[src/hw/rtl/fmd_pkg.sv]
// Shared types, widths, register codes and defaults for the frame difference motion detector.
// Used by the channel interfaces and every RTL module of the block; depends on nothing.
`default_nettype none

package fmd_pkg;

    localparam int PIXEL_W    = 16;
    localparam int LUMA_W     = 7;
    localparam int THR_W      = 7;
    localparam int MINC_W     = 6;
    localparam int SHIFT_W    = 4;
    localparam int COUNT_W    = 6;
    localparam int FRAME_W    = 16;
    localparam int RCOUNT_W   = 8;
    localparam int CFG_IDX_W  = 2;
    localparam int CFG_DATA_W = 7;

    localparam int DEF_NUM_SAMPLES = 48;

    localparam logic [COUNT_W-1:0] TALLY_MAX = 6'd63;

    localparam logic [CFG_IDX_W-1:0] CFG_DIFF_THRESHOLD = 2'd0;
    localparam logic [CFG_IDX_W-1:0] CFG_MIN_CHANGED    = 2'd1;
    localparam logic [CFG_IDX_W-1:0] CFG_REFRESH_SHIFT  = 2'd2;

    localparam logic [THR_W-1:0]   RST_DIFF_THRESHOLD = 7'd12;
    localparam logic [MINC_W-1:0]  RST_MIN_CHANGED    = 6'd4;
    localparam logic [SHIFT_W-1:0] RST_REFRESH_SHIFT  = 4'd5;

    typedef struct packed {
        logic [THR_W-1:0]   diff_threshold;
        logic [MINC_W-1:0]  min_changed;
        logic [SHIFT_W-1:0] refresh_shift;
    } t_cfg;

    typedef struct packed {
        logic [LUMA_W-1:0]   luma;
        logic                last;
        logic                loading;
        logic                refresh;
        logic [RCOUNT_W-1:0] refresh_count;
    } t_item;

    typedef struct packed {
        logic                movement;
        logic [COUNT_W-1:0]  changed_count;
        logic                refreshed;
        logic [RCOUNT_W-1:0] refresh_count;
    } t_result;

    function automatic logic [LUMA_W-1:0] luma_of(input logic [PIXEL_W-1:0] px);
        luma_of = {2'b00, px[15:11]} + {1'b0, px[10:5]} + {2'b00, px[4:0]};
    endfunction

endpackage

`default_nettype wire

[src/hw/rtl/fmd_pixel_if.sv]
// Input channel of the motion detector: one RGB565 pixel word per handshake.
// Depends on fmd_pkg for the pixel width.
`default_nettype none

interface fmd_pixel_if import fmd_pkg::*; ();
    logic               valid;
    logic               ready;
    logic [PIXEL_W-1:0] pixel;

    modport source (output valid, output pixel, input ready);
    modport sink (input valid, input pixel, output ready);
endinterface

`default_nettype wire

[src/hw/rtl/fmd_result_if.sv]
// Result channel of the motion detector: one frame summary word per handshake.
// Depends on fmd_pkg for the field widths.
`default_nettype none

interface fmd_result_if import fmd_pkg::*; ();
    logic                valid;
    logic                ready;
    logic                movement;
    logic [COUNT_W-1:0]  changed_count;
    logic                refreshed;
    logic [RCOUNT_W-1:0] refresh_count;

    modport source (output valid, output movement, output changed_count,
                    output refreshed, output refresh_count, input ready);
    modport sink (input valid, input movement, input changed_count,
                  input refreshed, input refresh_count, output ready);
endinterface

`default_nettype wire

[src/hw/rtl/fmd_bg_store.sv]
// Background brightness store: one entry per sample position, registered read.
// A write and a read of the same entry in one cycle returns the new data. Uses fmd_pkg.
`default_nettype none

module fmd_bg_store import fmd_pkg::*; #(
    parameter int NUM_SAMPLES = DEF_NUM_SAMPLES,
    localparam int POS_W = (NUM_SAMPLES > 1) ? $clog2(NUM_SAMPLES) : 1
) (
    input  wire logic              i_clk,
    input  wire logic              i_rd_en,
    input  wire logic [POS_W-1:0]  i_rd_addr,
    input  wire logic              i_wr_en,
    input  wire logic [POS_W-1:0]  i_wr_addr,
    input  wire logic [LUMA_W-1:0] i_wr_data,
    output logic      [LUMA_W-1:0] o_rd_data
);

    logic [LUMA_W-1:0] r_mem [NUM_SAMPLES];
    logic [LUMA_W-1:0] r_rd_data;

    always_ff @(posedge i_clk) begin
        if (i_wr_en) begin
            r_mem[i_wr_addr] <= i_wr_data;
        end
    end

    always_ff @(posedge i_clk) begin
        if (i_rd_en) begin
            if (i_wr_en && (i_wr_addr == i_rd_addr)) begin
                r_rd_data <= i_wr_data;
            end else begin
                r_rd_data <= r_mem[i_rd_addr];
            end
        end
    end

    assign o_rd_data = r_rd_data;

endmodule

`default_nettype wire

[src/hw/rtl/fmd_sequencer.sv]
// Input stage: sample position, frame number and loading state, and the registered item word.
// Uses fmd_pkg; feeds the background store read address and the evaluation stage.
`default_nettype none

module fmd_sequencer import fmd_pkg::*; #(
    parameter int NUM_SAMPLES = DEF_NUM_SAMPLES,
    localparam int POS_W = (NUM_SAMPLES > 1) ? $clog2(NUM_SAMPLES) : 1
) (
    input  wire logic               i_clk,
    input  wire logic               i_rst_n,
    input  wire logic               i_accept,
    input  wire logic [PIXEL_W-1:0] i_pixel,
    input  wire logic [SHIFT_W-1:0] i_refresh_shift,
    input  wire logic               i_advance,
    output logic      [POS_W-1:0]   o_rd_pos,
    output logic                    o_s1_valid,
    output t_item                   o_s1_item,
    output logic      [POS_W-1:0]   o_s1_pos
);

    localparam logic [POS_W-1:0] LAST_POS = POS_W'(NUM_SAMPLES - 1);

    logic [POS_W-1:0]   r_pos;
    logic               r_loaded;
    logic [FRAME_W-1:0] r_frame;
    logic               r_s1_valid;
    t_item              r_s1_item;
    logic [POS_W-1:0]   r_s1_pos;

    logic               is_last;
    logic [FRAME_W-1:0] frame_mask;
    t_item              n_item;

    always_comb begin
        is_last = (r_pos == LAST_POS);
        frame_mask = (FRAME_W'(1) << i_refresh_shift) - FRAME_W'(1);
        n_item.luma = luma_of(i_pixel);
        n_item.last = is_last;
        n_item.loading = !r_loaded;
        n_item.refresh = (r_frame != '0) && ((r_frame & frame_mask) == '0);
        n_item.refresh_count = RCOUNT_W'(r_frame >> i_refresh_shift);
    end

    always_ff @(posedge i_clk) begin
        if (!i_rst_n) begin
            r_pos <= '0;
            r_loaded <= 1'b0;
            r_frame <= '0;
            r_s1_valid <= 1'b0;
        end else begin
            if (i_accept) begin
                r_pos <= is_last ? '0 : r_pos + 1'b1;
                if (is_last) begin
                    if (r_loaded) begin
                        r_frame <= r_frame + 1'b1;
                    end
                    r_loaded <= 1'b1;
                end
                r_s1_valid <= 1'b1;
            end else if (i_advance) begin
                r_s1_valid <= 1'b0;
            end
        end
    end

    always_ff @(posedge i_clk) begin
        if (i_accept) begin
            r_s1_item <= n_item;
            r_s1_pos <= r_pos;
        end
    end

    assign o_rd_pos = r_pos;
    assign o_s1_valid = r_s1_valid;
    assign o_s1_item = r_s1_item;
    assign o_s1_pos = r_s1_pos;

`ifndef SYNTHESIS
    a_loaded_sticks: assert property (@(posedge i_clk) disable iff (!i_rst_n)
        r_loaded |=> r_loaded)
        else $error("Background loaded flag cleared without reset.");

    a_frame_steps_at_end: assert property (@(posedge i_clk) disable iff (!i_rst_n)
        !(i_accept && is_last) |=> $stable(r_frame))
        else $error("Frame number changed away from the end of a frame.");

    a_stage_holds: assert property (@(posedge i_clk) disable iff (!i_rst_n)
        (r_s1_valid && !i_advance) |=> (r_s1_valid && $stable(r_s1_pos)))
        else $error("Input stage lost a word that was not passed on.");
`endif

endmodule

`default_nettype wire

[src/hw/rtl/fmd_evaluate.sv]
// Evaluation stage: brightness difference, changed tally, background write and result registers.
// Uses fmd_pkg; takes the item word from fmd_sequencer and the entry from fmd_bg_store.
`default_nettype none

module fmd_evaluate import fmd_pkg::*; (
    input  wire logic              i_clk,
    input  wire logic              i_rst_n,
    input  wire t_cfg              i_cfg,
    input  wire logic              i_s1_valid,
    input  wire t_item             i_s1_item,
    input  wire logic [LUMA_W-1:0] i_bg_level,
    input  wire logic              i_out_ready,
    output logic                   o_stall,
    output logic                   o_advance,
    output logic                   o_wr_en,
    output logic      [LUMA_W-1:0] o_wr_data,
    output logic                   o_out_valid,
    output t_result                o_result
);

    logic [COUNT_W-1:0] r_tally;
    logic               r_out_valid;
    t_result            r_result;
    logic               r_skid_valid;
    t_result            r_skid;

    logic [LUMA_W-1:0]  diff;
    logic               changed;
    logic [COUNT_W-1:0] n_tally;
    logic               produce;
    logic               pop;
    t_result            n_result;

    always_comb begin
        diff = (i_s1_item.luma >= i_bg_level) ? i_s1_item.luma - i_bg_level
                                              : i_bg_level - i_s1_item.luma;
        changed = diff > i_cfg.diff_threshold;
        n_tally = (changed && (r_tally != TALLY_MAX)) ? r_tally + 1'b1 : r_tally;
        pop = r_out_valid && i_out_ready;
        o_stall = i_s1_valid && i_s1_item.last && !i_s1_item.loading && r_skid_valid;
        o_advance = i_s1_valid && !o_stall;
        produce = o_advance && i_s1_item.last && !i_s1_item.loading;
        o_wr_en = o_advance && (i_s1_item.loading || i_s1_item.refresh);
        o_wr_data = i_s1_item.luma;
        n_result.movement = n_tally >= i_cfg.min_changed;
        n_result.changed_count = n_tally;
        n_result.refreshed = i_s1_item.refresh;
        n_result.refresh_count = i_s1_item.refresh_count;
    end

    // A second result register takes a word that arrives while the first is still waiting.
    always_ff @(posedge i_clk) begin
        if (!i_rst_n) begin
            r_tally <= '0;
            r_out_valid <= 1'b0;
            r_skid_valid <= 1'b0;
        end else begin
            if (o_advance && !i_s1_item.loading) begin
                r_tally <= i_s1_item.last ? '0 : n_tally;
            end
            if (r_skid_valid) begin
                if (pop) begin
                    r_skid_valid <= 1'b0;
                end
            end else if (produce && r_out_valid && !i_out_ready) begin
                r_skid_valid <= 1'b1;
            end
            if (produce) begin
                r_out_valid <= 1'b1;
            end else if (pop && !r_skid_valid) begin
                r_out_valid <= 1'b0;
            end
        end
    end

    always_ff @(posedge i_clk) begin
        if (r_skid_valid) begin
            if (pop) begin
                r_result <= r_skid;
            end
        end else if (produce) begin
            if (r_out_valid && !i_out_ready) begin
                r_skid <= n_result;
            end else begin
                r_result <= n_result;
            end
        end
    end

    assign o_out_valid = r_out_valid;
    assign o_result = r_result;

endmodule

`default_nettype wire

[src/hw/rtl/frame_difference_motion_detector.sv]
// Motion detector by background subtraction: the first frame of NUM_SAMPLES pixels loads the
// background store, and each later frame ends in one word that reports movement, the changed
// sample count and whether the background was refreshed. One pixel word is accepted every
// clock cycle while input ready is high; the result word is registered from the last item.
// Results wait in two output registers, so input ready falls only while both hold a word that
// has not been taken and the next frame's last pixel has reached the compare stage; it never
// follows output ready combinationally. The background store is one memory of
// NUM_SAMPLES seven-bit entries with one read and one write port and needs no clearing.
// Uses fmd_pkg, fmd_pixel_if, fmd_result_if, fmd_sequencer, fmd_bg_store and fmd_evaluate.
`default_nettype none

module frame_difference_motion_detector import fmd_pkg::*; #(
    parameter int NUM_SAMPLES = DEF_NUM_SAMPLES
) (
    input  wire logic                  i_clk,
    input  wire logic                  i_rst_n,
    input  wire logic                  i_cfg_we,
    input  wire logic [CFG_IDX_W-1:0]  i_cfg_index,
    input  wire logic [CFG_DATA_W-1:0] i_cfg_data,
    fmd_pixel_if.sink                  i_pixel,
    fmd_result_if.source               o_result
);

    localparam int POS_W = (NUM_SAMPLES > 1) ? $clog2(NUM_SAMPLES) : 1;

    t_cfg              r_cfg;
    logic              accept;
    logic              stall;
    logic              advance;
    logic [POS_W-1:0]  rd_pos;
    logic              s1_valid;
    t_item             s1_item;
    logic [POS_W-1:0]  s1_pos;
    logic [LUMA_W-1:0] bg_level;
    logic              wr_en;
    logic [LUMA_W-1:0] wr_data;
    logic              out_valid;
    t_result           result;

    always_ff @(posedge i_clk) begin
        if (!i_rst_n) begin
            r_cfg.diff_threshold <= RST_DIFF_THRESHOLD;
            r_cfg.min_changed <= RST_MIN_CHANGED;
            r_cfg.refresh_shift <= RST_REFRESH_SHIFT;
        end else if (i_cfg_we) begin
            unique case (i_cfg_index)
                CFG_DIFF_THRESHOLD: begin
                    r_cfg.diff_threshold <= i_cfg_data[THR_W-1:0];
                end
                CFG_MIN_CHANGED: begin
                    r_cfg.min_changed <= i_cfg_data[MINC_W-1:0];
                end
                CFG_REFRESH_SHIFT: begin
                    r_cfg.refresh_shift <= i_cfg_data[SHIFT_W-1:0];
                end
                default: begin
                end
            endcase
        end
    end

    assign i_pixel.ready = !stall;
    assign accept = i_pixel.valid && !stall;

    fmd_sequencer #(
        .NUM_SAMPLES(NUM_SAMPLES)
    ) u_sequencer (
        .i_clk          (i_clk),
        .i_rst_n        (i_rst_n),
        .i_accept       (accept),
        .i_pixel        (i_pixel.pixel),
        .i_refresh_shift(r_cfg.refresh_shift),
        .i_advance      (advance),
        .o_rd_pos       (rd_pos),
        .o_s1_valid     (s1_valid),
        .o_s1_item      (s1_item),
        .o_s1_pos       (s1_pos)
    );

    fmd_bg_store #(
        .NUM_SAMPLES(NUM_SAMPLES)
    ) u_bg_store (
        .i_clk    (i_clk),
        .i_rd_en  (accept),
        .i_rd_addr(rd_pos),
        .i_wr_en  (wr_en),
        .i_wr_addr(s1_pos),
        .i_wr_data(wr_data),
        .o_rd_data(bg_level)
    );

    fmd_evaluate u_evaluate (
        .i_clk      (i_clk),
        .i_rst_n    (i_rst_n),
        .i_cfg      (r_cfg),
        .i_s1_valid (s1_valid),
        .i_s1_item  (s1_item),
        .i_bg_level (bg_level),
        .i_out_ready(o_result.ready),
        .o_stall    (stall),
        .o_advance  (advance),
        .o_wr_en    (wr_en),
        .o_wr_data  (wr_data),
        .o_out_valid(out_valid),
        .o_result   (result)
    );

    assign o_result.valid = out_valid;
    assign o_result.movement = result.movement;
    assign o_result.changed_count = result.changed_count;
    assign o_result.refreshed = result.refreshed;
    assign o_result.refresh_count = result.refresh_count;

endmodule

`default_nettype wire

[src/flat_wrapper.sv]
// flat-port wrapper written by rule: the top's interface ports become plain ports
module frame_difference_motion_detector_flat import fmd_pkg::*;
#(
    parameter int NUM_SAMPLES = DEF_NUM_SAMPLES
)
  (i_clk, i_rst_n, i_cfg_we, i_cfg_index, i_cfg_data, i_pixel_valid, i_pixel_pixel, i_pixel_ready, o_result_valid, o_result_movement, o_result_changed_count, o_result_refreshed, o_result_refresh_count, o_result_ready);
  fmd_pixel_if i_pixel_i ();
  fmd_result_if o_result_i ();
  input  wire logic i_clk;
  input  wire logic i_rst_n;
  input  wire logic i_cfg_we;
  input  wire logic [CFG_IDX_W-1:0] i_cfg_index;
  input  wire logic [CFG_DATA_W-1:0] i_cfg_data;
  input wire logic [$bits(i_pixel_i.valid)-1:0] i_pixel_valid;
  input wire logic [$bits(i_pixel_i.pixel)-1:0] i_pixel_pixel;
  output wire logic [$bits(i_pixel_i.ready)-1:0] i_pixel_ready;
  output wire logic [$bits(o_result_i.valid)-1:0] o_result_valid;
  output wire logic [$bits(o_result_i.movement)-1:0] o_result_movement;
  output wire logic [$bits(o_result_i.changed_count)-1:0] o_result_changed_count;
  output wire logic [$bits(o_result_i.refreshed)-1:0] o_result_refreshed;
  output wire logic [$bits(o_result_i.refresh_count)-1:0] o_result_refresh_count;
  input wire logic [$bits(o_result_i.ready)-1:0] o_result_ready;
  assign i_pixel_i.valid = i_pixel_valid;
  assign i_pixel_i.pixel = i_pixel_pixel;
  assign i_pixel_ready = i_pixel_i.ready;
  assign o_result_valid = o_result_i.valid;
  assign o_result_movement = o_result_i.movement;
  assign o_result_changed_count = o_result_i.changed_count;
  assign o_result_refreshed = o_result_i.refreshed;
  assign o_result_refresh_count = o_result_i.refresh_count;
  assign o_result_i.ready = o_result_ready;
  frame_difference_motion_detector #(.NUM_SAMPLES(NUM_SAMPLES)) u_core (.i_clk(i_clk), .i_rst_n(i_rst_n), .i_cfg_we(i_cfg_we), .i_cfg_index(i_cfg_index), .i_cfg_data(i_cfg_data), .i_pixel(i_pixel_i), .o_result(o_result_i));
endmodule
[config.mk]
export PLATFORM = sky130hd
export DESIGN_NAME = frame_difference_motion_detector_flat
export DESIGN_NICKNAME = d
export VERILOG_FILES = /design/src/hw/rtl/fmd_pkg.sv /design/src/hw/rtl/fmd_pixel_if.sv /design/src/hw/rtl/fmd_result_if.sv /design/src/hw/rtl/fmd_bg_store.sv /design/src/hw/rtl/fmd_sequencer.sv /design/src/hw/rtl/fmd_evaluate.sv /design/src/hw/rtl/frame_difference_motion_detector.sv /design/src/flat_wrapper.sv
export SDC_FILE = /design/constraint.sdc
export NUM_CORES = 1
export LEC_CHECK = 0
export BUFFER_PORTS_ARGS = -buffer_cell sky130_fd_sc_hd__buf_2
export CORE_AREA = 2 2 251 253
export DETAILED_ROUTE_END_ITERATION = 16
export DIE_AREA = 0 0 253 255
export GPL_TIMING_DRIVEN = 0
export PLACE_DENSITY = 0.47
export SLEW_MARGIN = 20
export SYNTH_ARGS = -nofsm -noshare
export SYNTH_HDL_FRONTEND = slang
export SYNTH_SLANG_ARGS = --single-unit
[constraint.sdc]
create_clock -name i_clk -period 5.5 [get_ports i_clk]
set_input_delay 1.375 -clock i_clk [delete_from_list [all_inputs] [get_ports i_clk]]
set_output_delay 1.375 -clock i_clk [all_outputs]
set_load 0.05 [all_outputs]
==> impl_results.md, run 1 <==
- Placed insts: 2,088
- Tmin final: 5330 ps
- Hold Path Depth: 0
- Synth Area per Inst: 16.0 sq um
- Outcome: finished clean
- IO Count: 48
- Worst-case headroom to the max-slew limit: 0.374
- All-Layer GR Usage: 0.145
- Std cell rows: 92
- Diode count: 0
- Sw Pwr: 1990 uW
- Routed Antenna Nets: 0
- Synth-to-Final Area Change: 17.1%
- M1 GR Usage: 0.199
- Register area share after synthesis: 0.661
- CTS max path bufs: 3
- Hold wc startpoint: u_core.u_sequencer.o_s1_item[6]
- Die height: 255 microns
- H-tree Lvls: 2
- Clk pwr share: 0.394
- Filler cell count: 5,850
- DRC viols: 0
- Detailed Place HPWL: 31,400 microns
- Main synth FF type: edfxtp_1
- Multi-input gate area: 0.00620 sq mm
- Final instance count without filler cells: 2,189
- Crit path DAT: 5670 ps
- Clock Skew: 30.2 ps
- Max Cap Violations: 0
- Synth Register Bits: 448
- Post-CTS Hold Fix Bufs: 0
- Lkg Pwr: 0.00769 uW
- Post-synth top area share: 0.611
- Switch share: 0.244
- Netlist Area Pre-Place: 0.0196 sq mm
- GP Congestion: 0.800
- Setup crit end kind: flip-flop
- Post-synth EDFFs: 399
- Largest net degree at the start of global routing: 27
- Via count: 10,900
- CTS buffer count: 48
- Reg area: 0.0130 sq mm
- Crit Path Class: reg2reg
- Routed vias/inst: 4.96
- Wirelength per Cell: 20.8 microns
- Fin area: 0.0229 sq mm
- CP startpoint kind: flip-flop
- Hold Crit Class: reg2reg
- Final setup fails: 0
- Final max-slew violation count: 0
- Initial Util: 0.315
- Worst reg2reg path depth: 22
- Worst Hold Endpoint: u_core.u_evaluate.r_skid[6]
- Least-Margin Pin Slew: 931 ps
- Distinct cells, synth: 61
- M3 GR Usage: 0.0220
- Die area: 0.0645 sq mm
- Width of the die: 253 microns
- Proportion of layout cells with a drive suffix above 1: 0.225
- Hold WS: 434 ps
- FMAX: 0.187 GHz
- Initial antenna violation count: 0
- 1st-iter DRT viols: 740
- CTS tree: yes
- Vias in the first global route: 11,000
- Sum Neg Setup Slack: 0 ps
- Flop pwr share: 0.476
- Ys Warns: 0
- Internal Pwr Total: 6150 uW
- Core footprint: 0.0622 sq mm
- Grt total ovfl: 0
- Clk slew on worst S/H paths: 60 ps
- Flop2flop setup slack: 170 ps
- Router iterations before antenna repair: 6
- Synth area leaders: edfxtp_1 61%, mux4_2 12%, dfxtp_1 5.0%
- Post-synth ARST share: 0
- RSZ-0062 raised after global routing: false
- Top Usage Layer GRT: met2
- Worst Path Max Fanout: 18
- First-pass GRT wire length: 69,800 microns
- Yosys top cell by area: edfxtp_1
- Most frequent cells after synthesis: 399 x edfxtp_1, 106 x mux4_2, 81 x nor2_1
- Critical path required time: 5830 ps
- Area after DPL: 0.0212 sq mm
- # port buffers: 47
- Nets: 1,426
- Total Wirelength: 45,600 microns
- Gate power share: 0.130
- Clock Tree Root: clkbuf_16
- Worst r2r src: u_core.u_sequencer.o_s1_item[16]
- Mapped Nets: 1,298
- Pwr dens: 355 mW/mm^2
- Count leader, synth: edfxtp_1
- Clock Latency Late Sink: 610 ps
- Cells after Synth: 1,223
- Period utilization: 0.970
- Fin. Hold Viols: 0
- Max VDD drop: 0.207 mV
- R2R Path End: u_core.u_evaluate.o_result[15]
- CTS Sinks: 448
- Grt met2 use: 0.237
-- stage by stage --
step / utilization / setup slack (ps) / total power (uW)
after floorplan: - / 162 / 4530
after global placement: 0.335 / -1310 / 4810
after detailed placement: 0.341 / -672 / 4900
after CTS: 0.368 / 97.0 / 8180
after global routing: 0.369 / 5.15 / 8470
final: 0.369 / 165 / 8140
-- sequential cells by signal (all words and copies together), names as in the netlist, 6 cells and up --
signal / count
u_core.r_cfg: 17
u_core.u_bg_store.o_rd_data: 7
u_core.u_bg_store.r_mem: 336
u_core.u_evaluate.o_result: 16
u_core.u_evaluate.r_skid: 16
u_core.u_evaluate.r_tally: 6
u_core.u_sequencer.o_rd_pos: 6
u_core.u_sequencer.o_s1_item: 18
u_core.u_sequencer.o_s1_pos: 6
u_core.u_sequencer.r_frame: 16
-- final cells by class --
| cell class | count | share of cell area |
|---|---|---|
| tap | 799 | 0.0436 |
| buffer | 70 | 0.0140 |
| timing repair buffer | 78 | 0.0294 |
| clock buffer | 55 | 0.0535 |
| sequential | 448 | 0.565 |
| inverter | 59 | 0.00965 |
| clock inverter | 34 | 0.0146 |
| multi-input combinational | 646 | 0.270 |
-- metal layers --
layer	part of all wire	up-vias
li1	-	4989
met1	0.46	5552
met2	0.47	245
met3	0.044	70
met4	0.024	0
met5	0	-
-- logic make-up (layout without fill, tap and decap cells) --
kind of cell	after synthesis	in the layout	synth area share
DFF	448	448	0.661
and+or+nand+nor	266	266	0.0684
AOI/OAI and AO/OA	153	153	0.0518
muxes	143	143	0.142
buffers and inverters	129	296	0.0276
adders and majority gates	46	46	0.0323
xor gates and xnor gates	38	38	0.0170
-- how the worst max path moves through the flow --
stage	from	endpoint	depth (start not counted)
finish	u_core.u_sequencer.o_s1_item[16]	u_core.u_evaluate.o_result[15]	22
global placement	u_core.u_sequencer.o_s1_item[12]	u_core.u_evaluate.o_result[15]	19
floorplan	u_core.u_sequencer.o_s1_item[14]	u_core.u_evaluate.o_result[15]	20
detailed placement	u_core.u_sequencer.o_s1_item[16]	u_core.u_evaluate.o_result[15]	20
CTS	u_core.u_sequencer.o_s1_item[14]	u_core.u_evaluate.o_result[15]	21
global route	u_core.u_sequencer.o_s1_item[14]	u_core.u_evaluate.o_result[15]	22
-- critical path: stages (launching register included) --
cell	delay (ps)
edfxtp_1	460
buf_8	200
ha_1	430
nand3_1	160
a31oi_4	260
o311ai_0	170
a311oi_1	290
o221ai_1	190
xor2_1	180
ha_1	330
nand4_1	240
a21oi_4	240
o21ai_4	90
buf_4	160
xnor2_2	190
inv_1	70
ha_1	280
nand2b_1	130
a21o_1	170
a21o_1	170
a21o_1	170
a21o_1	190
a221o_1	290
-- cells in the final DEF, fill, tap and decap left out, drive strengths merged, types with 9 or more instances in the layout --
cell | netlist | layout
edfxtp | 399 | 399
mux4 | 106 | 106
buf | 27 | 105
clkbuf | 43 | 98
nor2 | 81 | 81
inv | 59 | 60
nand2 | 60 | 60
dfxtp | 49 | 49
a22oi | 38 | 38
ha | 37 | 37
a21oi | 29 | 29
clkinv | 0 | 27
xnor2 | 26 | 26
and2 | 26 | 26
o21ai | 26 | 26
nor2b | 24 | 24
mux2i | 21 | 21
nand3 | 18 | 18
mux2 | 16 | 16
a21o | 12 | 12
xor2 | 12 | 12
a31oi | 11 | 11
nand4 | 9 | 9
-- power groups by stage --
stage,clock [uW],sequential [uW],combinational [uW]
floorplan,0,4010,524
global placement,0,4110,701
detailed placement,0,3990,913
CTS,3310,3870,995
global route,3430,3880,1160
finish,3210,3870,1060
-- what timing repair did --
action                                  CTS  global route
endpoints found under the hold margin     0             0
endpoints found under the setup margin    2             2
setup buffers                             8             4
resized for setup                         8            11
cloned                                    0             0
pin swaps                                 1             3
No activity file was read; power rests on OpenSTA's default activity.
==> run 2: changes to the inputs <==
==> constraint.sdc (replaced) <==
create_clock -name i_clk -period 5.5 [get_ports i_clk]
set_input_delay 0.275 -clock i_clk [delete_from_list [all_inputs] [get_ports i_clk]]
set_output_delay 0.275 -clock i_clk [all_outputs]
set_load 0.05 [all_outputs]
==> impl_results.md, run 2 (synthesis results as in run 1) <==
- Max Cap Violations: 0 (unchanged)
- Vias in the first global route: 11,000 (about the same)
- Largest net degree at the start of global routing: 27 (unchanged)
- Nets: 1,434 (was 1,426)
- Std cell rows: 92 (unchanged)
- Grt total ovfl: 0 (unchanged)
- Hold Crit Class: in2reg (was reg2reg)
- Setup crit end kind: flip-flop (unchanged)
- Fin. Hold Viols: 0 (unchanged)
- Least-Margin Pin Slew: 942 ps (was 931 ps)
- Routed Antenna Nets: 0 (unchanged)
- DRC viols: 0 (unchanged)
- GP Congestion: 0.800 (unchanged)
- Clk slew on worst S/H paths: 60 ps (about the same)
- CP startpoint kind: flip-flop (unchanged)
- Gate power share: 0.130 (about the same)
- Detailed Place HPWL: 31,400 microns (unchanged)
- Final setup fails: 0 (unchanged)
- Met1 WL: 21,100 microns (was 20,900 microns)
- Clock Skew: 30.6 ps (was 30.2 ps)
- All-Layer GR Usage: 0.145 (about the same)
- Diode count: 0 (unchanged)
- Synth-to-Final Area Change: 17.5% (was 17.1%)
- Lkg Pwr: 0.00773 uW (was 0.00769 uW)
- Worst Setup EP: u_core.u_evaluate.o_result[15] (unchanged)
- Internal Pwr Total: 6150 uW (about the same)
- Max VDD drop: 0.207 mV (about the same)
- Outcome: finished clean (unchanged)
- Initial antenna violation count: 0 (unchanged)
- Period utilization: 0.969 (was 0.970)
- Via count: 10,900 (about the same)
- Flop2flop setup slack: 170 ps (about the same)
- CP startpoint: u_core.u_sequencer.o_s1_item[16] (unchanged)
- Sw Pwr: 1990 uW (about the same)
- 1st-iter DRT viols: 737 (was 740)
- Die area: 0.0645 sq mm (unchanged)
- Routed vias/inst: 4.94 (was 4.96)
- Sum Neg Setup Slack: 0 ps (unchanged)
- CTS tree: yes (unchanged)
- RSZ-0062 raised after global routing: false (unchanged)
- IO Count: 48 (unchanged)
- R2R Path End: u_core.u_evaluate.o_result[15] (unchanged)
- Routed wl met3: 1870 microns (was 2000 microns)
- Max layer used: met4 (unchanged)
- First-pass GRT wire length: 69,900 microns (was 69,800 microns)
- Max reg flops: 336 (unchanged)
- Wirelength per Cell: 20.8 microns (about the same)
- Worst r2r src: u_core.u_sequencer.o_s1_item[16] (unchanged)
- Pwr dens: 354 mW/mm^2 (was 355 mW/mm^2)
- Clock Latency Late Sink: 610 ps (about the same)
- CTS Sinks: 448 (unchanged)
- Met2 WL: 21,600 microns (about the same)
- # port buffers: 47 (unchanged)
- Proportion of layout cells with a drive suffix above 1: 0.224 (was 0.225)
- Worst-case headroom to the max-slew limit: 0.366 (was 0.374)
- Clk pwr share: 0.394 (about the same)
- Crit Path Class: reg2reg (unchanged)
- Critical path required time: 5830 ps (about the same)
- Most frequent cells in the layout: 399 x edfxtp_1, 106 x mux4_2, 81 x nor2_1, 60 x buf_2 (unchanged)
- FMAX: 0.188 GHz (was 0.187 GHz)
- Commonest non-fill, non-tap cell in the layout: edfxtp_1 (unchanged)
- H-tree Lvls: 2 (unchanged)
- Router iterations before antenna repair: 4 (was 6)
- Final Util: 0.370 (was 0.369)
- Initial Util: 0.315 (unchanged)
- Worst Path Max Fanout: 18 (unchanged)
- Core footprint: 0.0622 sq mm (unchanged)
- Clock Tree Root: clkbuf_16 (unchanged)
- Switch share: 0.245 (was 0.244)
- CTS buffer count: 48 (unchanged)
- Total Wirelength: 45,700 microns (was 45,600 microns)
- Width of the die: 253 microns (unchanged)
- Flop pwr share: 0.476 (about the same)
- Most flops, register: u_core.u_bg_store.r_mem (unchanged)
- Worst reg2reg path depth: 22 (unchanged)
- Final max-slew violation count: 0 (unchanged)
- Crit path DAT: 5670 ps (about the same)
- Tmin final: 5330 ps (about the same)
- CTS max path bufs: 3 (unchanged)
- Die height: 255 microns (unchanged)
## run 2: cell types whose count changed in the layout (fill, tap and decap cells not counted), sizes merged
| cell | change |
|---|---|
| dlygate4sd3 | +8 |
## run 2: worst min path at each step
stage	endpoint	cells past startpoint	startpoint	slack, ps
after floorplan	u_core.u_sequencer.o_s1_pos[2]	0	u_core.u_sequencer.o_rd_pos[2]	410
after global placement	u_core.u_sequencer.o_s1_pos[2]	0	u_core.u_sequencer.o_rd_pos[2]	420
after detailed placement	u_core.u_sequencer.o_s1_pos[2]	0	u_core.u_sequencer.o_rd_pos[2]	420
after CTS	u_core.u_sequencer.o_s1_valid	3	i_pixel_valid	40
after global routing	u_core.u_sequencer.o_s1_valid	3	i_pixel_valid	80
final	u_core.u_sequencer.o_s1_item[17]	3	i_pixel_pixel[10]	80
## run 2: timing repair
action                                  in CTS  in global routing
resized for setup                            8                 11
endpoints found under the setup margin       2                  2
cloned                                       0                  0
pin swaps                                    1                  3
hold buffers                                 8                  0
endpoints found under the hold margin       14                  0
setup buffers                                8                  4
## run 2: metrics by stage
stage	cells	power [uW]	area [sq um]	hold slack (ps)	setup WS, ps
5_1_grt	2197	8470	23000	84.3	5.15
6_report	2197	8140	23000	77.4	168
3_5_place_dp	2088	4900	21200	424	-672
2_1_floorplan	1223	4530	19600	407	162
4_1_cts	2193	8190	22900	37.4	97.0
3_3_place_gp	2069	4810	20800	422	-1310
## run 2: layer usage
layer	GRT usage	vias up
met4	0.0451	0
met3	0.0219	73
met2	0.237	236
met5	0	-
met1	0.199	5547
li1	-	5004
## run 2: power by group through the flow
stage | clock, uW | combinational [uW] | sequential (uW)
after CTS | 3310 | 999 | 3870
after floorplan | 0 | 524 | 4010
final | 3210 | 1060 | 3870
after global placement | 0 | 701 | 4110
after global routing | 3430 | 1160 | 3880
after detailed placement | 0 | 913 | 3990
## run 2: area by class of cell
class                   count  area, sq um
multi-input cells         646         6200
flip-flops and latches    448        13000
inverters                  59          221
plain buffers              70          320
clock inverters            34          335
clock buffers              55         1230
repair buffers             86          756
well taps                 799         1000
fillers                  5840        39100
## run 2: worst max-delay path, stage by stage, from the launching register on
cell and delay, ps:
edfxtp_1 450, buf_8 200, ha_1 430, nand3_1 160, a31oi_4 260, o311ai_0 170
a311oi_1 290, o221ai_1 190, xor2_1 180, ha_1 330, nand4_1 240, a21oi_4 240
o21ai_4 100, buf_4 160, xnor2_2 190, inv_1 70, ha_1 280, nand2b_1 130
a21o_1 170, a21o_1 170, a21o_1 170, a21o_1 190, a221o_1 290
